File: config.mk
export PLATFORM = sky130hd
export DESIGN_NAME = sweep_range_filter_alarm_top
export DESIGN_NICKNAME = d
export VERILOG_FILES = /design/src/hw/rtl/srfa_pkg.sv /design/src/hw/rtl/srfa_csr.sv /design/src/hw/rtl/srfa_filter.sv /design/src/hw/rtl/sweep_range_filter_alarm_top.sv
export SDC_FILE = /design/constraint.sdc
export NUM_CORES = 1
export LEC_CHECK = 0
export BUFFER_PORTS_ARGS = -buffer_cell sky130_fd_sc_hd__buf_2
export CAP_MARGIN = 20
export CORE_AREA = 4 4 204 206
export DETAILED_ROUTE_END_ITERATION = 12
export DIE_AREA = 0 0 208 210
export GPL_TIMING_DRIVEN = 0
export PLACE_DENSITY = 0.64
export SYNTH_ARGS = -nofsm -noshare
export SYNTH_HDL_FRONTEND = slang
export SYNTH_SLANG_ARGS = --single-unit
File: constraint.sdc
create_clock -name clock -period 11.21 [get_ports clock]
set_clock_uncertainty 0.15 [all_clocks]
set_input_delay 2.242 -clock clock [delete_from_list [all_inputs] [get_ports clock]]
set_output_delay 2.242 -clock clock [all_outputs]
set_load 0.005 [all_outputs]
File: src/hw/rtl/srfa_pkg.sv
package srfa_pkg;

   localparam int DistWidth    = 13;
   localparam int AngleWidth   = 8;
   localparam int WeightWidth  = 9;
   localparam int DecimWidth   = 4;
   localparam int StepWidth    = 7;
   localparam int CsrAddrWidth = 3;
   localparam int CsrDataWidth = 13;
   localparam int DistFracBits = 4;

   // opcodes
   localparam logic [1:0] OpScan  = 2'd0;
   localparam logic [1:0] OpStart = 2'd1;
   localparam logic [1:0] OpStop  = 2'd2;

   // alarm levels
   localparam logic [1:0] AlarmSafe    = 2'd0;
   localparam logic [1:0] AlarmWarning = 2'd1;
   localparam logic [1:0] AlarmDanger  = 2'd2;

   // system modes
   localparam logic [1:0] ModeScanning = 2'd0;
   localparam logic [1:0] ModeStopped  = 2'd1;
   localparam logic [1:0] ModeAlarm    = 2'd2;

   // register indexes
   localparam logic [CsrAddrWidth-1:0] CsrWarning  = 3'd0;
   localparam logic [CsrAddrWidth-1:0] CsrDanger   = 3'd1;
   localparam logic [CsrAddrWidth-1:0] CsrMaxRange = 3'd2;
   localparam logic [CsrAddrWidth-1:0] CsrJump     = 3'd3;
   localparam logic [CsrAddrWidth-1:0] CsrBlend    = 3'd4;
   localparam logic [CsrAddrWidth-1:0] CsrDecim    = 3'd5;
   localparam logic [CsrAddrWidth-1:0] CsrStep     = 3'd6;
   localparam logic [CsrAddrWidth-1:0] CsrEnd      = 3'd7;

   // reset values
   localparam logic [DistWidth-1:0]   WarningReset  = DistWidth'(30 << DistFracBits);
   localparam logic [DistWidth-1:0]   DangerReset   = DistWidth'(10 << DistFracBits);
   localparam logic [DistWidth-1:0]   MaxRangeReset = DistWidth'(400 << DistFracBits);
   localparam logic [DistWidth-1:0]   JumpReset     = DistWidth'(50 << DistFracBits);
   localparam logic [WeightWidth-1:0] BlendReset    = 9'd77;
   localparam logic [WeightWidth-1:0] BlendFull     = 9'd256;
   localparam logic [DecimWidth-1:0]  DecimReset    = 4'd10;
   localparam logic [StepWidth-1:0]   StepReset     = 7'd5;
   localparam logic [AngleWidth-1:0]  EndReset      = 8'd180;
   localparam logic [AngleWidth-1:0]  AngleCenter   = 8'd90;

   typedef struct packed {
      logic [DistWidth-1:0]   warning_distance;
      logic [DistWidth-1:0]   danger_distance;
      logic [DistWidth-1:0]   max_range;
      logic [DistWidth-1:0]   jump_limit;
      logic [WeightWidth-1:0] blend_weight;
      logic [DecimWidth-1:0]  decimation;
      logic [StepWidth-1:0]   sweep_step;
      logic [AngleWidth-1:0]  sweep_end;
   } cfg_type;

   function automatic logic [1:0] classify(input logic [DistWidth-1:0] d,
                                           input cfg_type cfg);
      logic [1:0] lvl;
      if (d == '0 || d > cfg.max_range) begin
         lvl = AlarmSafe;
      end else if (d <= cfg.danger_distance) begin
         lvl = AlarmDanger;
      end else if (d <= cfg.warning_distance) begin
         lvl = AlarmWarning;
      end else begin
         lvl = AlarmSafe;
      end
      return lvl;
   endfunction

endpackage

File: src/hw/rtl/srfa_csr.sv
module srfa_csr (
   input  logic                                clock,
   input  logic                                reset,
   input  logic                                csr_we,
   input  logic [srfa_pkg::CsrAddrWidth-1:0]   csr_addr,
   input  logic [srfa_pkg::CsrDataWidth-1:0]   csr_wdata,
   output srfa_pkg::cfg_type                   cfg
);
   import srfa_pkg::*;

   cfg_type cfg_ff;

   always_ff @(posedge clock) begin
      if (reset) begin
         cfg_ff.warning_distance <= WarningReset;
         cfg_ff.danger_distance  <= DangerReset;
         cfg_ff.max_range        <= MaxRangeReset;
         cfg_ff.jump_limit       <= JumpReset;
         cfg_ff.blend_weight     <= BlendReset;
         cfg_ff.decimation       <= DecimReset;
         cfg_ff.sweep_step       <= StepReset;
         cfg_ff.sweep_end        <= EndReset;
      end else if (csr_we) begin
         unique case (csr_addr)
            CsrWarning:  cfg_ff.warning_distance <= csr_wdata;
            CsrDanger:   cfg_ff.danger_distance  <= csr_wdata;
            CsrMaxRange: cfg_ff.max_range        <= csr_wdata;
            CsrJump:     cfg_ff.jump_limit       <= csr_wdata;
            CsrBlend:    cfg_ff.blend_weight     <= csr_wdata[WeightWidth-1:0];
            CsrDecim:    cfg_ff.decimation       <= csr_wdata[DecimWidth-1:0];
            CsrStep:     cfg_ff.sweep_step       <= csr_wdata[StepWidth-1:0];
            CsrEnd:      cfg_ff.sweep_end        <= csr_wdata[AngleWidth-1:0];
            default: ;
         endcase
      end
   end

   assign cfg = cfg_ff;

endmodule

File: src/hw/rtl/srfa_filter.sv
module srfa_filter (
   input  logic [srfa_pkg::DistWidth-1:0] old_range,
   input  logic [srfa_pkg::DistWidth-1:0] raw_distance,
   input  srfa_pkg::cfg_type              cfg,
   output logic [srfa_pkg::DistWidth-1:0] new_range
);
   import srfa_pkg::*;

   logic                   reject;
   logic [DistWidth:0]     old_ext;
   logic [DistWidth:0]     raw_ext;
   logic [DistWidth-1:0]   pick;
   logic [WeightWidth-1:0] weight;
   logic signed [DistWidth:0]          diff;
   logic signed [WeightWidth:0]        weight_s;
   logic signed [DistWidth+10:0]       prod;
   logic signed [DistWidth+10:0]       sum;

   always_comb begin
      old_ext = {1'b0, old_range};
      raw_ext = {1'b0, raw_distance};
      reject  = (raw_distance == '0) || (raw_distance >= cfg.max_range) ||
                ((old_range != '0) &&
                 ((raw_ext > old_ext + {1'b0, cfg.jump_limit}) ||
                  (raw_ext + {1'b0, cfg.jump_limit} < old_ext)));
      pick    = reject ? old_range : raw_distance;
      weight  = (cfg.blend_weight > BlendFull) ? BlendFull : cfg.blend_weight;

      // old*(256-w) + pick*w == old*256 + (pick-old)*w
      diff     = $signed({1'b0, pick}) - $signed({1'b0, old_range});
      weight_s = $signed({1'b0, weight});
      prod     = diff * weight_s;
      sum      = $signed({3'b000, old_range, 8'h00}) + prod + 24'sd128;

      if (old_range == '0) begin
         new_range = pick;
      end else begin
         new_range = sum[DistWidth+7:8];
      end
   end

endmodule

File: src/hw/rtl/sweep_range_filter_alarm_top.sv
// a request is held in the request register, then in the response register
// one request per cycle if not stalled, every request yields exactly one response
// while a response waits, one more request is held in the request register,
// then req_tready stays low until the response transfers
// reset (synchronous, active high) restores the configuration defaults, the
// sweep to 90 degrees rising, scanning enabled and a zero filtered range
module sweep_range_filter_alarm_top (
   input  logic        clock,
   input  logic        reset,
   input  logic        req_tvalid,
   output logic        req_tready,
   input  logic [15:0] req_tdata,   // raw_distance[12:0], zero fill
   input  logic [2:0]  req_tuser,   // opcode[1:0], sample_ok[2]
   output logic        rsp_tvalid,
   input  logic        rsp_tready,
   output logic [39:0] rsp_tdata,   // servo_angle[7:0], report_angle[15:8],
                                    // filtered_distance[28:16], alarm_level[30:29],
                                    // system_mode[32:31], zero fill
   output logic [1:0]  rsp_tuser,   // servo_move[0], report_valid[1]
   input  logic        csr_we,
   input  logic [2:0]  csr_addr,
   input  logic [12:0] csr_wdata
);
   import srfa_pkg::*;

   cfg_type cfg;

   logic                   s1_valid_ff;
   logic [1:0]             s1_op_ff;
   logic [DistWidth-1:0]   s1_raw_ff;
   logic                   s1_ok_ff;
   logic                   advance;

   logic                   scan_en_ff, scan_en_in;
   logic [AngleWidth-1:0]  angle_ff, angle_in;
   logic                   rising_ff, rising_in;
   logic [DecimWidth-1:0]  count_ff, count_in;
   logic [DistWidth-1:0]   range_ff, range_in;
   logic [1:0]             alarm_ff, alarm_in;
   logic [1:0]             mode_ff, mode_in;

   logic                   move_in, rep_in;
   logic [AngleWidth-1:0]  target_in, rep_angle_in;

   logic                   rsp_valid_ff;
   logic                   move_ff, rep_ff;
   logic [AngleWidth-1:0]  target_ff, rep_angle_ff;
   logic [DistWidth-1:0]   out_range_ff;
   logic [1:0]             out_alarm_ff, out_mode_ff;

   logic [DistWidth-1:0]   blended;
   logic [DecimWidth-1:0]  need;
   logic [DecimWidth:0]    count_inc;
   logic [AngleWidth:0]    angle_up;

   srfa_csr u_csr (
      .clock     (clock),
      .reset     (reset),
      .csr_we    (csr_we),
      .csr_addr  (csr_addr),
      .csr_wdata (csr_wdata),
      .cfg       (cfg)
   );

   srfa_filter u_filter (
      .old_range    (range_ff),
      .raw_distance (s1_raw_ff),
      .cfg          (cfg),
      .new_range    (blended)
   );

   assign advance    = s1_valid_ff && (!rsp_valid_ff || rsp_tready);
   assign req_tready = !s1_valid_ff || advance;

   always_ff @(posedge clock) begin
      if (reset) begin
         s1_valid_ff <= 1'b0;
      end else if (req_tready) begin
         s1_valid_ff <= req_tvalid;
      end
      if (req_tready && req_tvalid) begin
         s1_op_ff  <= req_tuser[1:0];
         s1_ok_ff  <= req_tuser[2];
         s1_raw_ff <= req_tdata[DistWidth-1:0];
      end
   end

   always_comb begin
      scan_en_in   = scan_en_ff;
      angle_in     = angle_ff;
      rising_in    = rising_ff;
      count_in     = count_ff;
      range_in     = range_ff;
      alarm_in     = alarm_ff;
      mode_in      = mode_ff;
      move_in      = 1'b0;
      target_in    = '0;
      rep_in       = 1'b0;
      rep_angle_in = '0;
      need         = (cfg.decimation == '0) ? DecimWidth'(1) : cfg.decimation;
      count_inc    = {1'b0, count_ff} + (DecimWidth+1)'(1);
      angle_up     = {1'b0, angle_ff} + {2'b00, cfg.sweep_step};

      priority if (s1_op_ff == OpStart) begin
         scan_en_in = 1'b1;
         mode_in    = ModeScanning;
      end else if (s1_op_ff == OpStop) begin
         scan_en_in = 1'b0;
         mode_in    = ModeStopped;
         move_in    = 1'b1;
         target_in  = AngleCenter;
      end else if (s1_op_ff == OpScan && scan_en_ff) begin
         move_in   = 1'b1;
         target_in = angle_ff;
         if (count_inc >= {1'b0, need}) begin
            if (s1_ok_ff) begin
               range_in = blended;
            end
            count_in     = '0;
            alarm_in     = classify(range_in, cfg);
            mode_in      = (alarm_in == AlarmDanger) ? ModeAlarm : ModeScanning;
            rep_in       = 1'b1;
            rep_angle_in = angle_ff;
         end else begin
            count_in = count_inc[DecimWidth-1:0];
         end
         if (rising_ff) begin
            if (angle_up >= {1'b0, cfg.sweep_end}) begin
               angle_in  = cfg.sweep_end;
               rising_in = 1'b0;
            end else begin
               angle_in = angle_up[AngleWidth-1:0];
            end
         end else begin
            if (angle_ff <= {1'b0, cfg.sweep_step}) begin
               angle_in  = '0;
               rising_in = 1'b1;
            end else begin
               angle_in = angle_ff - {1'b0, cfg.sweep_step};
            end
         end
      end else begin
      end
   end

   always_ff @(posedge clock) begin
      if (reset) begin
         scan_en_ff <= 1'b1;
         angle_ff   <= AngleCenter;
         rising_ff  <= 1'b1;
         count_ff   <= '0;
         range_ff   <= '0;
         alarm_ff   <= AlarmSafe;
         mode_ff    <= ModeScanning;
      end else if (advance) begin
         scan_en_ff <= scan_en_in;
         angle_ff   <= angle_in;
         rising_ff  <= rising_in;
         count_ff   <= count_in;
         range_ff   <= range_in;
         alarm_ff   <= alarm_in;
         mode_ff    <= mode_in;
      end
   end

   always_ff @(posedge clock) begin
      if (reset) begin
         rsp_valid_ff <= 1'b0;
      end else if (advance) begin
         rsp_valid_ff <= 1'b1;
      end else if (rsp_tready) begin
         rsp_valid_ff <= 1'b0;
      end
      if (advance) begin
         move_ff      <= move_in;
         target_ff    <= target_in;
         rep_ff       <= rep_in;
         rep_angle_ff <= rep_angle_in;
         out_range_ff <= range_in;
         out_alarm_ff <= alarm_in;
         out_mode_ff  <= mode_in;
      end
   end

   assign rsp_tvalid = rsp_valid_ff;
   assign rsp_tuser  = {rep_ff, move_ff};
   assign rsp_tdata  = {7'b0, out_mode_ff, out_alarm_ff, out_range_ff,
                        rep_angle_ff, target_ff};

   a_idle_angle_zero : assert property (@(posedge clock) disable iff (reset)
      rsp_tvalid && !rsp_tuser[0] |-> rsp_tdata[7:0] == 8'd0)
      else $error("servo angle nonzero without a move");

   a_report_needs_move : assert property (@(posedge clock) disable iff (reset)
      rsp_tvalid && rsp_tuser[1] |-> rsp_tuser[0] && rsp_tdata[15:8] == rsp_tdata[7:0])
      else $error("report without matching servo move");

   a_stopped_holds_sweep : assert property (@(posedge clock) disable iff (reset)
      !scan_en_ff |=> $stable(count_ff) && $stable(angle_ff) && $stable(range_ff))
      else $error("sweep state changed while stopped");

endmodule
==> metrics.md, run 1 <==
| Metric | Value |
|---|---|
| Status | finished, violations left |
| Violated checks | negative setup slack |
| Clk_lat worst skew | 460 ps |
| Reg area | 0.00380 mm² |
| Fmax achieved | 0.0806 GHz |
| Seq cells post-synth | 164 |
| Async SR Flop Fraction | 0% |
| Boundary Pins | 84 |
| Clock transition at path regs | 70 ps |
| Nets | 2314 |
| Initial antenna violation count | 0 |
| Kind of critical path | reg2reg |
| Layout cells sized above 1 | 19.9% |
| DIE AREA | 0.0437 mm² |
| DR WL/cell | 19.6 µm |
| Slowest-stage cell, CP | fa_1 |
| Max cap viols | 0 |
| Via count | 13659 |
| Min-Delay Path Class | reg2reg |
| Vias per std cell | 5.45 |
| CP dominant cell by count | a21oi_2 |
| Synth Instances | 1803 |
| Core area | 0.0396 mm² |
| Avg Cell Area, Syn | 8.74 µm² |
| Slew Limit Headroom | 30.7% |
| Initial DRC Count | 1040 |
| CTS sink count | 164 |
| Seq/Total Area, Yosys | 24.1% |
| Commonest non-fill, non-tap cell in the layout | inv_1 |
| Critical path capture point type | register |
| Area of the multi-input gates | 0.0119 mm² |
| Fillcell total | 3765 |
| Synth unique cells | 82 |
| Drt pass-1 iters | 5 |
| Yosys warnings | 0 |
| CP max stage delay | 530 ps |
| Area grow syn2layout | 22.0% |
| Congestion Overflow GR | 0 |
| Die width | 208 µm |
| PnR worst setup slack | -1200 ps |
| Initial Utilization | 39.7% |
| CTS tree | done |
| Commonest non-fill, non-tap cells in the layout | inv_1 (240), nand2_1 (232), ha_1 (167) |
| RSZ-0062 raised after global routing | true |
| Global-route wire length before repair | 76.0 mm |
| Routability cong. | 0.921 |
| Max Transition Viols Final | 0 |
| Worst Max-Slew Pin Slew | 1040 ps |
| Worst path required time | 11250 ps |
| Largest net degree at the start of global routing | 25 |
| Final setup fails | 11 |
| CP Launch Type | register |
| Clock root buffer | clkbuf_16 |
| H-tree Lvls | 4 |
| Tcrit/Tclk final | 111% |
| Max clock buf depth | 2 |
| Die height | 210 µm |
| Maximum fanout along the worst path | 5 |
| Netlist Area Pre-Place | 0.0158 mm² |
| Total global-route track usage | 21.9% |
| CTS hold repair buffers | 0 |
| Pre-CTS setup slack | -2200 ps |
| Total CTS buffers | 17 |
| Number of synthesized flops with an enable pin | 51 |
| Final WL | 49.0 mm |
| Number of global-route vias before repair | 13891 |
| DR DRC count | 0 |
| Row Count | 73 |
| Post-DP HPWL | 37.0 mm |
| Post-DRT Antenna Nets | 0 |
| Fin crit period | 12410 ps |
| Port bufs | 66 |
| Antenna Cells | 0 |
| Main synth FF type | dfxtp_1 |
| CP arrival | 12450 ps |
| Fin. Hold Viols | 0 |
-- worst max-delay path: cells and delay by family, from the launching register on --
family                     cells  cell delay, ps
DFF                            1             490
buffers and inverters          9             880
AOI/OAI and AO/OA             22            3430
adders and majority gates     12            4600
xor gates and xnor gates       3             510
and+or+nand+nor               12            1890
muxes                          1             170
-- timing repair --
item | CTS | global route
endpoints found under the setup margin | 28 | 30
buffers inserted | 46 | 30
pin swaps | 80 | 42
gates resized for setup | 94 | 99
-- layout make-up --
class                   count  share of cell area (%)
repair buffers            142                    5.22
plain buffers              63                    1.58
flip-flops and latches    164                    19.8
multi-input cells        1332                    61.9
clock buffers              21                    2.51
inverters                 249                    4.88
well taps                 525                    3.42
clock inverters            11                   0.664
-- worst paths after layout --
check	start	to	slack, ps	depth (start not counted)
max	s1_raw_ff[0]	out_mode_ff[1]	-1200	59
min	u_csr.cfg[43]	u_csr.cfg[43]	310	2
max reg2reg	s1_raw_ff[0]	out_mode_ff[1]	-1200	59
min reg2reg	u_csr.cfg[43]	u_csr.cfg[43]	310	2
-- through the flow --
step           hold slack (ps)  utilization [%]  TNS [ps]  std cells  area [µm²]
2_1_floorplan              282                -         0       1809       16000
3_3_place_gp               290             42.9    -19180       2400       17000
3_5_place_dp               298             43.0    -21100       2401       17000
4_1_cts                    307             46.7     -5720       2479       18500
5_1_grt                    335             48.5    -14680       2507       19200
6_report                   307             48.5     -7570       2507       19200
-- kinds of logic (layout without fill, tap and decap cells) --
logic type	Yosys count	after routing	synth area share, %
multiplexers	37	37	2.57
other	1	7	0.0238
buffers and inverters	313	486	7.81
flip-flops	164	164	24.1
AO/OA/AOI/OAI	342	342	14.7
AND/OR/NAND/NOR	571	571	17.3
XOR/XNOR	70	70	3.89
adder cells (fa/ha/maj)	305	305	29.6
-- registers in the layout, summed over array words and instances (netlist names), 2 cells and up --
| register | flops |
|---|---|
| count_ff | 4 |
| angle_ff | 8 |
| out_range_ff | 13 |
| alarm_ff | 2 |
| s1_op_ff | 2 |
| rep_angle_ff | 8 |
| out_mode_ff | 2 |
| s1_raw_ff | 13 |
| mode_ff | 2 |
| out_alarm_ff | 2 |
| u_csr.cfg | 80 |
| target_ff | 8 |
| range_ff | 13 |
-- cells in the mapped netlist, types with 16 or more instances --
library cell | count | area, µm²
inv_1 | 249 | 935
nand2_1 | 242 | 908
ha_1 | 192 | 2400
nor2_1 | 128 | 480
a21oi_1 | 123 | 616
dfxtp_1 | 113 | 2260
fa_1 | 113 | 2260
edfxtp_1 | 51 | 1530
xnor2_1 | 51 | 447
clkbuf_1 | 45 | 169
a21o_1 | 41 | 308
o21ai_0 | 39 | 195
nor2b_1 | 33 | 206
and2_1 | 27 | 169
nor3_1 | 27 | 135
nand2b_1 | 23 | 144
a211o_1 | 22 | 193
nand3_1 | 21 | 105
xor2_1 | 19 | 166
mux2i_1 | 18 | 180
o21a_1 | 17 | 128
nand4_1 | 16 | 100
o21bai_1 | 16 | 120
-- metal layers --
metal / routed length, µm / track usage (%)
met5: 0 / 0
met4: 2170 / 8.74
met3: 2950 / 3.56
met2: 22800 / 36.3
met1: 21100 / 28.7
Power of run 1 is not shown: default switching activity piles up to over one toggle a cycle in this logic, so the estimate is an artifact.
==> run 2, diff against run 1 <==
--- a/config.mk
+++ b/config.mk
@@ -12,6 +12,7 @@
 export DIE_AREA = 0 0 208 210
 export GPL_TIMING_DRIVEN = 0
 export PLACE_DENSITY = 0.64
+export SETUP_SLACK_MARGIN = 0.3
 export SYNTH_ARGS = -nofsm -noshare
 export SYNTH_HDL_FRONTEND = slang
 export SYNTH_SLANG_ARGS = --single-unit
==> metrics.md, run 2 (synthesized netlist as in run 1, its figures left out) <==
| Metric | Value |
|---|---|
| Die height | 210 µm (unchanged) |
| M2 GR Usage | 37.1% (+0.89 points) |
| Commonest non-fill, non-tap cells in the layout | inv_1 (237), nand2_1 (227), ha_1 (166) |
| Post-DP HPWL | 37.3 mm (+0.84%) |
| Fin. Hold Viols | 0 (unchanged) |
| Final setup fails | 6 (-5) |
| Maximum fanout along the worst path | 6 (+1) |
| Cells after DPL | 2401 (unchanged) |
| Antenna Cells | 0 (unchanged) |
| Violated checks | negative setup slack |
| Core area | 0.0396 mm² (unchanged) |
| Area of the multi-input gates | 0.0120 mm² (+0.83%) |
| CTS sink count | 164 (unchanged) |
| Status | finished, violations left |
| Port bufs | 66 (unchanged) |
| Min-Delay Path Class | reg2reg |
| RSZ-0062 raised after global routing | true |
| Met1 Track Usage GR | 28.5% (-0.21 points) |
| Pre-CTS setup slack | -2110 ps (+92.2 ps) |
| Routability cong. | 0.924 (+0.38%) |
| Max clock buf depth | 2 (unchanged) |
| Initial Utilization | 39.7% (unchanged) |
| Critical path capture point type | register |
| Boundary Pins | 84 (unchanged) |
| Fin area | 0.0194 mm² (+1.0%) |
| Nets | 2327 (+0.56%) |
| Initial antenna violation count | 0 (unchanged) |
| Die width | 208 µm (unchanged) |
| Area grow syn2layout | 23.2% |
| Post-Route Setup TNS | -5440 ps (+2130 ps) |
| Met3 Usage GRT | 4.29% (+0.73 points) |
| Clock root buffer | clkbuf_16 |
| Worst path required time | 11260 ps (about the same) |
| Number of global-route vias before repair | 13815 (-0.55%) |
| Row Count | 73 (unchanged) |
| CTS hold repair buffers | 0 (unchanged) |
| GRT busiest layer | met2 |
| Fin crit period | 12220 ps (-185 ps) |
| H-tree Lvls | 4 (unchanged) |
| Non-filler instance count after layout | 2520 (+0.52%) |
| Largest net degree at the start of global routing | 28 (+12%) |
| Total CTS buffers | 17 (unchanged) |
| CP arrival | 12270 ps (-180 ps) |
| DR WL/cell | 19.6 µm (+0.15%) |
| Worst Max-Slew Pin Slew | 1100 ps (+57.4 ps) |
| PnR worst setup slack | -1010 ps (+185 ps) |
| Commonest non-fill, non-tap cell in the layout | inv_1 |
| Clock transition at path regs | 70 ps (about the same) |
| Number of flip-flops under the largest register name | 80 (unchanged) |
| Placed inst area | 0.0171 mm² (+0.51%) |
| Slew Limit Headroom | 26.6% (-4.1 points) |
| Max Transition Viols Final | 0 (unchanged) |
| Vias per std cell | 5.41 (-0.79%) |
| Final WL | 49.4 mm (+0.67%) |
| Post-DRT Antenna Nets | 0 (unchanged) |
| Kind of critical path | reg2reg |
| Tcrit/Tclk final | 109% (-1.7 points) |
| CTS tree | done |
| Reg area | 0.00380 mm² (unchanged) |
| Congestion Overflow GR | 0 (unchanged) |
| DR DRC count | 0 (unchanged) |
| Clk_lat worst skew | 470 ps (about the same) |
| CP Launch Type | register |
| Drt pass-1 iters | 6 (+1) |
| Slowest-stage cell, CP | fa_1 |
| DIE AREA | 0.0437 mm² (unchanged) |
| Via count | 13621 (-0.28%) |
| CP max stage delay | 520 ps (about the same) |
| Fillcell total | 3690 (-2.0%) |
| Global-route wire length before repair | 76.5 mm (+0.74%) |
| Total global-route track usage | 22.3% (+0.40 points) |
| Fmax achieved | 0.0818 GHz (+1.5%) |
| Max cap viols | 0 (unchanged) |
| Initial DRC Count | 1051 (+1.1%) |
| Layout cells sized above 1 | 21.7% (+1.8 points) |
## run 2: repair_timing
item,4_1_cts,5_1_grt
pin swaps,102,64
endpoints found under the setup margin,32,32
resized for setup,121,76
setup buffers,62,25
## run 2: critical path, delay by kind of cell, from the launching register on
family,cells,cell delay [ps]
fa+ha+maj,12,4340
buf+inv,14,1210
xor+xnor,3,460
mux,1,200
simple gates,11,1750
flops,1,490
compound gates,21,3350
## run 2: cell type report
cell class	instances	share of cell area [%]
Buffer	64	1.62
Clock inverter	14	0.735
Sequential cell	164	19.6
Timing Repair Buffer	154	5.81
Multi-Input combinational cell	1332	61.8
Clock buffer	18	2.21
Inverter	249	4.84
Tap cell	525	3.38
## run 2: final timing paths
path	startpoint	to	slack [ps]	cells past startpoint
max	s1_raw_ff[0]	out_mode_ff[1]	-1010	62
min	u_csr.cfg[62]	u_csr.cfg[62]	310	2
max reg2reg	s1_raw_ff[0]	out_mode_ff[1]	-1010	62
min reg2reg	u_csr.cfg[62]	u_csr.cfg[62]	310	2
## run 2: per-layer routing
layer	vias to the layer above	part of all wire, %	routed length, µm
li1	6423	-	-
met1	6632	43	21300
met2	443	48	23500
met3	123	5.4	2680
met4	0	3.9	1930
met5	-	0	0
## run 2: metrics by stage
step	utilization, %	hold WS [ps]
floorplan	-	285
global route	49.0	327
global placement	43.1	295
finish	49.0	305
CTS	47.6	307
detailed placement	43.2	298
Power of run 2 is left out for the same reason.
